===== src/rtl/modem7_filename_receiver_defines.svh =====
// Assertion helpers used by the RTL core (m7fn_core.sv).
// Each macro expects clk and rst_n in scope at the point of use.
`ifndef MODEM7_FILENAME_RECEIVER_DEFINES_SVH
`define MODEM7_FILENAME_RECEIVER_DEFINES_SVH

// Same-cycle implication.
`define M7FN_ASSERT_IMP(label, ante, cons) \
  label: assert property (@(posedge clk) disable iff (!rst_n) (ante) |-> (cons)) \
    else $error("m7fn: same-cycle check failed");

// Next-cycle implication.
`define M7FN_ASSERT_NXT(label, ante, cons) \
  label: assert property (@(posedge clk) disable iff (!rst_n) (ante) |=> (cons)) \
    else $error("m7fn: next-cycle check failed");

`endif


===== src/rtl/m7fn_pkg.sv =====
`default_nettype none

package m7fn_pkg;

  localparam int M7FN_NAME_CAPACITY = 16;

  // Commands
  localparam logic [1:0] CMD_START = 2'd0;
  localparam logic [1:0] CMD_BYTE  = 2'd1;
  localparam logic [1:0] CMD_TICK  = 2'd2;

  // Control bytes
  localparam logic [7:0] B_ACK = 8'h06;
  localparam logic [7:0] B_NAK = 8'h15;
  localparam logic [7:0] B_EOT = 8'h04;
  localparam logic [7:0] B_SUB = 8'h1A;
  localparam logic [7:0] B_U   = 8'h75;

  // Status codes
  localparam logic [2:0] ST_BUSY = 3'd0;
  localparam logic [2:0] ST_OK   = 3'd1;
  localparam logic [2:0] ST_EOB  = 3'd2;
  localparam logic [2:0] ST_FERR = 3'd3;
  localparam logic [2:0] ST_CARR = 3'd4;

  // Register indexes
  localparam logic [1:0] CFG_MAX_TRIES  = 2'd0;
  localparam logic [1:0] CFG_ACK_WAIT   = 2'd1;
  localparam logic [1:0] CFG_CHAR_WAIT  = 2'd2;

  localparam logic [7:0]  RST_MAX_TRIES = 8'd10;
  localparam logic [15:0] RST_WAIT      = 16'd1000;

  typedef struct packed {
    logic [1:0] command;
    logic [7:0] rx_byte;
    logic       carrier;
  } m7fn_in_t;

  typedef struct packed {
    logic       tx_valid;
    logic [7:0] tx_byte;
    logic       name_valid;
    logic [7:0] name_char;
    logic [3:0] name_index;
    logic       name_overflow;
    logic [2:0] status;
  } m7fn_out_t;

  typedef struct packed {
    logic [7:0]  max_tries;
    logic [15:0] ack_wait_ticks;
    logic [15:0] char_wait_ticks;
  } m7fn_cfg_t;

endpackage

`default_nettype wire


===== src/rtl/m7fn_core.sv =====
`default_nettype none

`include "modem7_filename_receiver_defines.svh"

module m7fn_core
  import m7fn_pkg::*;
#(
  parameter int NAME_CAPACITY = M7FN_NAME_CAPACITY
) (
  input  wire logic      clk,
  input  wire logic      rst_n,
  input  wire logic      step,
  input  wire m7fn_in_t  in_data,
  input  wire m7fn_cfg_t cfg,
  output m7fn_out_t      res
);

  localparam int CntW = $clog2(NAME_CAPACITY + 1);
  localparam logic [CntW-1:0] CapVal = CntW'(NAME_CAPACITY);

  typedef enum logic [1:0] {PH_IDLE, PH_ACK, PH_CHAR, PH_OKCK} phase_t;

  phase_t          phase_r, phase_nxt;
  logic [7:0]      tries_r, tries_nxt;
  logic [15:0]     timer_r, timer_nxt;
  logic [7:0]      check_r, check_nxt;
  logic [CntW-1:0] count_r, count_nxt;
  logic [2:0]      final_r, final_nxt;

  logic [7:0]  tries_base;
  logic        nak_ok;
  logic        timeout;
  logic [15:0] timer_dec;

  always_comb begin
    tries_base = (in_data.command == CMD_START) ? 8'd0 : tries_r;
    nak_ok     = tries_base < cfg.max_tries;
    timeout    = timer_r <= 16'd1;
    timer_dec  = timeout ? 16'd0 : timer_r - 16'd1;
  end

  always_comb begin
    logic do_nak;
    do_nak    = 1'b0;
    phase_nxt = phase_r;
    tries_nxt = tries_r;
    timer_nxt = timer_r;
    check_nxt = check_r;
    count_nxt = count_r;
    final_nxt = final_r;
    res       = '0;

    unique case (in_data.command)
      CMD_START: begin
        tries_nxt = 8'd0;
        final_nxt = ST_BUSY;
        do_nak    = 1'b1;
      end
      CMD_BYTE: begin
        unique case (phase_r)
          PH_ACK: begin
            if (in_data.rx_byte == B_ACK) begin
              phase_nxt = PH_CHAR;
              timer_nxt = cfg.char_wait_ticks;
            end else if (in_data.rx_byte == B_EOT) begin
              phase_nxt = PH_IDLE;
              final_nxt = ST_EOB;
            end
          end
          PH_CHAR: begin
            if (in_data.rx_byte == B_EOT) begin
              phase_nxt = PH_IDLE;
              final_nxt = ST_OK;
            end else if (in_data.rx_byte == B_SUB) begin
              res.tx_valid = 1'b1;
              res.tx_byte  = B_SUB + check_r;
              phase_nxt    = PH_OKCK;
              timer_nxt    = cfg.char_wait_ticks;
            end else if (in_data.rx_byte == B_U) begin
              do_nak = 1'b1;
            end else begin
              res.name_valid = 1'b1;
              res.name_char  = in_data.rx_byte;
              if (count_r >= CapVal) begin
                res.name_overflow = 1'b1;
              end else begin
                res.name_index = count_r[3:0];
                count_nxt      = count_r + 1'b1;
              end
              check_nxt    = check_r + in_data.rx_byte;
              res.tx_valid = 1'b1;
              res.tx_byte  = B_ACK;
              timer_nxt    = cfg.char_wait_ticks;
            end
          end
          PH_OKCK: begin
            if (in_data.rx_byte == B_ACK) begin
              phase_nxt = PH_IDLE;
              final_nxt = ST_OK;
            end else begin
              do_nak = 1'b1;
            end
          end
          PH_IDLE: ;
          default: ;
        endcase
      end
      CMD_TICK: begin
        if (phase_r == PH_ACK && !in_data.carrier) begin
          phase_nxt = PH_IDLE;
          final_nxt = ST_CARR;
        end else if (phase_r != PH_IDLE) begin
          timer_nxt = timer_dec;
          do_nak    = timeout;
        end
      end
      default: ;
    endcase

    // Retry: either send NAK and rearm, or give up with a filename error.
    if (do_nak) begin
      if (nak_ok) begin
        count_nxt    = '0;
        check_nxt    = 8'd0;
        tries_nxt    = tries_base + 8'd1;
        timer_nxt    = cfg.ack_wait_ticks;
        phase_nxt    = PH_ACK;
        res.tx_valid = 1'b1;
        res.tx_byte  = B_NAK;
      end else begin
        phase_nxt = PH_IDLE;
        final_nxt = ST_FERR;
      end
    end

    res.status = (phase_nxt == PH_IDLE) ? final_nxt : ST_BUSY;
  end

  always_ff @(posedge clk) begin
    if (!rst_n) begin
      phase_r <= PH_IDLE;
      tries_r <= 8'd0;
      timer_r <= 16'd0;
      check_r <= 8'd0;
      count_r <= '0;
      final_r <= ST_BUSY;
    end else if (step) begin
      phase_r <= phase_nxt;
      tries_r <= tries_nxt;
      timer_r <= timer_nxt;
      check_r <= check_nxt;
      count_r <= count_nxt;
      final_r <= final_nxt;
    end
  end

  `M7FN_ASSERT_IMP(a_name_acked, res.name_valid, res.tx_valid && res.tx_byte == B_ACK)
  `M7FN_ASSERT_IMP(a_ovf_unindexed, res.name_overflow, res.name_valid && res.name_index == 4'd0)
  `M7FN_ASSERT_IMP(a_tx_busy, res.tx_valid, res.status == ST_BUSY)
  `M7FN_ASSERT_IMP(a_count_cap, 1'b1, count_r <= CapVal)
  `M7FN_ASSERT_NXT(a_start_waits_ack,
    step && in_data.command == CMD_START && cfg.max_tries != 8'd0, phase_r == PH_ACK)

endmodule

`default_nettype wire


===== src/rtl/modem7_filename_receiver.sv =====
// Modem7 batch filename receiver.
// Input channel (in_valid/in_ready/in_data) carries one request per event:
// a start command, a received serial byte, or one timer tick, plus the
// current carrier detect level. Every accepted request yields exactly one
// result on the output channel (out_valid/out_ready/out_data): a byte to
// transmit (NAK, ACK or checksum) when tx_valid is set, a delivered filename
// byte with its index when name_valid is set, and the exchange status.
// The state update and the result are computed in the cycle a request is
// accepted and the result sits in the output register from the next cycle
// on. Throughput is one request per cycle while the output is drained;
// in_ready is high whenever the output register is empty or is being drained.
// If the receiver stalls, the result is held and at most that one result is
// buffered; in_ready drops until it is taken.
// Registers written through cfg_we/cfg_index/cfg_wdata: index 0 retry limit,
// 1 ACK wait in ticks, 2 character wait in ticks. Write only while idle.
// Synchronous reset restores retry limit 10, both waits 1000, idle phase and
// busy status, and empties the output register.
`default_nettype none

module modem7_filename_receiver
  import m7fn_pkg::*;
#(
  parameter int NAME_CAPACITY = M7FN_NAME_CAPACITY
) (
  input  wire logic        clk,
  input  wire logic        rst_n,
  input  wire logic        in_valid,
  output logic             in_ready,
  input  wire m7fn_in_t    in_data,
  output logic             out_valid,
  input  wire logic        out_ready,
  output m7fn_out_t        out_data,
  input  wire logic        cfg_we,
  input  wire logic [1:0]  cfg_index,
  input  wire logic [15:0] cfg_wdata
);

  m7fn_cfg_t cfg_r;
  logic      out_valid_r;
  m7fn_out_t out_data_r;
  m7fn_out_t res;
  logic      step;

  assign in_ready  = !out_valid_r || out_ready;
  assign step      = in_valid && in_ready;
  assign out_valid = out_valid_r;
  assign out_data  = out_data_r;

  m7fn_core #(
    .NAME_CAPACITY(NAME_CAPACITY)
  ) u_core (
    .clk    (clk),
    .rst_n  (rst_n),
    .step   (step),
    .in_data(in_data),
    .cfg    (cfg_r),
    .res    (res)
  );

  always_ff @(posedge clk) begin
    if (!rst_n) begin
      cfg_r.max_tries       <= RST_MAX_TRIES;
      cfg_r.ack_wait_ticks  <= RST_WAIT;
      cfg_r.char_wait_ticks <= RST_WAIT;
    end else if (cfg_we) begin
      unique case (cfg_index)
        CFG_MAX_TRIES: cfg_r.max_tries       <= cfg_wdata[7:0];
        CFG_ACK_WAIT:  cfg_r.ack_wait_ticks  <= cfg_wdata;
        CFG_CHAR_WAIT: cfg_r.char_wait_ticks <= cfg_wdata;
        default: ;
      endcase
    end
  end

  always_ff @(posedge clk) begin
    if (!rst_n) begin
      out_valid_r <= 1'b0;
    end else if (step) begin
      out_valid_r <= 1'b1;
    end else if (out_ready) begin
      out_valid_r <= 1'b0;
    end
  end

  // Load a fresh result on every accepted request; hold otherwise.
  always_ff @(posedge clk) begin
    if (step) begin
      out_data_r <= res;
    end
  end

endmodule

`default_nettype wire


===== config.mk =====
export PLATFORM = sky130hd
export DESIGN_NAME = modem7_filename_receiver
export DESIGN_NICKNAME = d
export VERILOG_FILES = /design/src/rtl/m7fn_pkg.sv /design/src/rtl/m7fn_core.sv /design/src/rtl/modem7_filename_receiver.sv
export VERILOG_INCLUDE_DIRS = /design/src /design/src/rtl
export SDC_FILE = /design/constraint.sdc
export NUM_CORES = 1
export LEC_CHECK = 0
export BUFFER_PORTS_ARGS = -buffer_cell sky130_fd_sc_hd__buf_2
export CAP_MARGIN = 10
export CELL_PAD_IN_SITES_DETAIL_PLACEMENT = 0
export CELL_PAD_IN_SITES_GLOBAL_PLACEMENT = 1
export CORE_ASPECT_RATIO = 1.25
export CORE_MARGIN = 2
export CORE_UTILIZATION = 30
export CTS_CLUSTER_SIZE = 12
export DETAILED_ROUTE_END_ITERATION = 6
export PLACE_DENSITY_LB_ADDON = 0.08
export SLEW_MARGIN = 20
export SYNTH_ARGS = -nofsm -noshare
export SYNTH_HDL_FRONTEND = slang
export SYNTH_SLANG_ARGS = --single-unit
export TNS_END_PERCENT = 100

===== constraint.sdc =====
create_clock -name clk -period 2.9 [get_ports clk]
set_input_delay 0.58 -clock clk [delete_from_list [all_inputs] [get_ports clk]]
set_output_delay 0.58 -clock clk [all_outputs]
set_load 0.1 [all_outputs]

==> reports/metrics.cfg <==
[run_status]
status=complete, no violations

[critical_path]
cp.required_ns=3.13
crit_chain=or4_4 -> or4_4 -> o41ai_4 -> o22ai_1 -> a221oi_1 -> o221ai_1
critPathMaxFanout=6
crit_family=compound AO/OA/AOI/OAI gates
cp-start-kind=flop
end_kind=flop
max_stage_delay_ns=0.56
critPathArrivalTime_ns=2.92
crit_type=reg -> reg
crit_top_cell=or4_4
path_buf_inv=0
critPathSlowestCell=or4_4

[die]
initial_core_util=0.307
fp.dieW_um=133
io_pins=62
die-area_mm2=0.0219
die_h_um=165
rows=58
core_mm2=0.0202

[synth]
synth.net_count=800
syn_inst=737
synthArstFlopShare=0
avgSynthCellArea_um2=8.45
synth-seq-cells=109
synth_edf_count=26
yosys_warnings=0
synth.cell_area_mm2=0.00622
ys_seq_area_frac=0.392
ys.flop_type=dfxtp_1
synth_cell_types=77

[global_routing]
antenna_found_initial=0
grt_first_pass_wirelength_mm=31.6
grt_usage=0.183
grt_max_degree=48
grt.overflow.total=0
grt_pass1_vias=5895

[sta]
setup_viol=0
max_freq_mhz=372
fin_crit_sh=0.926
fin_crit_ns=2.69
slew_violations=0
slew_headroom=0.456
fin_tns_setup_ns=0
hold_violations=0
worst_pin_slew_ns=0.813
skew_ns=0.0155

[pwr]
seqPwrFrac=0.461
combPwrFrac=0.199
totalPowerFinal_mw=3.56
p_sw_mw=1.14
p_int_mw=2.42
p_per_area_mw_per_mm2=473
max-vdd-ir-drop_uv=261
p_leak_nw=3.00
switching_share=0.320
clkPwrFrac=0.340

[route]
via_per_inst=5.27
routedWlPerCell_um=17.6
antenna_left=0
drc_errors=0
via_count=5860
drtPass1Iterations=4
wirelength_mm=19.5
dr.first_iter.drc_count=333

[place]
place_inst=1096
gp_congestion=0.824
hpwlAfterDp_mm=14.8
port_buffers=61

[finish]
final_core_util=0.372
n_fill_cell=2138
n_antenna_cell=0
fin_cells=1113
drive_above_1_share=0.196
nNetsFinal=901
flow.area_growth_from_synthesis_pct=21.0

[cts]
cts-hold-fix-buffers=0
cts_resized=0
cts_setup_buffers=0
htreeDepth=3
path_clk_slew_ns=0.08
clock-root-buffer=clkbuf_16
cts.path.max_buffers=2
cts_buffers=9
cts_tree=yes
insertion_delay_ns=0.36
cts.sinks=109

[job]
maxCapViolations=0

[hold_path]
hold_class=in -> reg

power groups by stage:
| stage | registers [mW] | logic (mW) | clock network [mW] |
|---|---|---|---|
| 2_1_floorplan | 1.81 | 0.325 | 0 |
| 3_3_place_gp | 1.68 | 0.707 | 0 |
| 3_5_place_dp | 1.68 | 0.707 | 0 |
| 4_1_cts | 1.64 | 0.711 | 1.25 |
| 5_1_grt | 1.65 | 0.772 | 1.31 |
| 6_report | 1.64 | 0.709 | 1.21 |
synth_stat cells (5+ instances only):
| library cell | n | area [um^2] |
|---|---|---|
| a211oi_1 | 5 | 37.5 |
| a21o_1 | 5 | 37.5 |
| nand2_1 | 115 | 432 |
| nor2_1 | 45 | 169 |
| nand4_1 | 7 | 43.8 |
| o221ai_1 | 9 | 78.8 |
| a31oi_1 | 7 | 43.8 |
| clkbuf_1 | 31 | 116 |
| nor3_1 | 15 | 75.1 |
| edfxtp_1 | 26 | 781 |
| a221oi_1 | 5 | 43.8 |
| nand3b_1 | 6 | 45.0 |
| nor4_1 | 8 | 50.1 |
| o31ai_1 | 8 | 60.1 |
| o21ai_0 | 18 | 90.1 |
| dfxtp_1 | 83 | 1660 |
| mux2i_1 | 12 | 120 |
| nor2b_1 | 15 | 93.8 |
| nand3_1 | 55 | 275 |
| a21oi_1 | 45 | 225 |
| and3_1 | 13 | 81.3 |
| buf_2 | 7 | 35.0 |
| inv_1 | 26 | 97.6 |
| xor2_1 | 9 | 78.8 |
| o22ai_1 | 7 | 43.8 |
| or3_1 | 7 | 43.8 |
| o211ai_1 | 14 | 105 |
| ha_1 | 28 | 350 |
| nand2b_1 | 6 | 37.5 |
| and2_1 | 9 | 56.3 |
| a41oi_1 | 5 | 43.8 |
worst min-delay path, delay by kind of cell:
kind | cells | cell delay (ns)
buffers and inverters | 1 | 0.09
and+or+nand+nor | 2 | 0.10
stage by stage:
step	hold slack [ns]	setup WS [ns]	area, um^2
after global placement	0.449	-0.147	7250
after global routing	0.450	-0.00102	7530
final	0.448	0.214	7530
after detailed placement	0.454	-0.230	7250
after CTS	0.435	0.139	7520
after floorplan	0.432	-0.00260	6230
registers in the layout, indices dropped and copies added (netlist names):
| signal | flops |
|---|---|
| cfg_r | 40 |
| out_data | 26 |
| u_core.timer_r | 16 |
| u_core.check_r | 8 |
| u_core.tries_r | 8 |
| u_core.count_r | 5 |
| u_core.final_r | 3 |
| u_core.phase_r | 2 |
| out_valid | 1 |
metal layers:
layer,part of all wire,vias to the layer above,global-route usage
li1,-,2916,-
met1,0.46,2811,0.227
met2,0.49,113,0.325
met3,0.033,20,0.0296
met4,0.019,0,0.0601
met5,0,-,0
layout by cell type (no fill, tap or decap), types with 8 or more instances in the layout:
cell type / synthesis / final
nand2_1: 115 / 115
dfxtp_1: 83 / 83
buf_4: 1 / 70
buf_2: 7 / 61
nand3_1: 55 / 55
nor2_1: 45 / 45
a21oi_1: 45 / 45
ha_1: 28 / 28
edfxtp_1: 26 / 26
inv_1: 26 / 25
o21ai_0: 18 / 18
nor2b_1: 15 / 15
nor3_1: 15 / 15
o211ai_1: 14 / 14
and3_1: 13 / 13
mux2i_1: 12 / 12
o221ai_1: 9 / 9
xor2_1: 9 / 9
and2_1: 9 / 9
clkbuf_16: 0 / 9
nor4_1: 8 / 8
o31ai_1: 8 / 8
kinds of logic (layout without fill, tap and decap cells):
group,after synthesis,count (layout),synth area share
and+or+nand+nor,331,331,0.268
AOI/OAI and AO/OA,172,172,0.195
DFF,109,109,0.392
buffers and inverters,70,176,0.0454
adders and majority gates,29,29,0.0595
xor gates and xnor gates,13,13,0.0183
muxes,13,13,0.0211
area by class of cell:
type	count	area (um^2)	share of cell area
Inverter	27	101	0.0135
Clock inverter	6	48.8	0.00648
Multi-Input combinational cell	558	3500	0.465
Tap cell	270	338	0.0449
Sequential cell	109	2440	0.324
Timing Repair Buffer	133	871	0.116
Clock buffer	10	229	0.0304
final timing paths:
| kind | startpoint | to | slack [ns] | cells past startpoint |
|---|---|---|---|---|
| max | u_core.timer_r[3] | u_core.timer_r[11] | 0.21 | 6 |
| min | cfg_wdata[8] | cfg_r[8] | 0.45 | 3 |
| max reg2reg | u_core.timer_r[3] | u_core.timer_r[11] | 0.21 | 6 |
| min reg2reg | cfg_r[17] | cfg_r[17] | 0.46 | 2 |
Power figures use the tool's default switching activity.
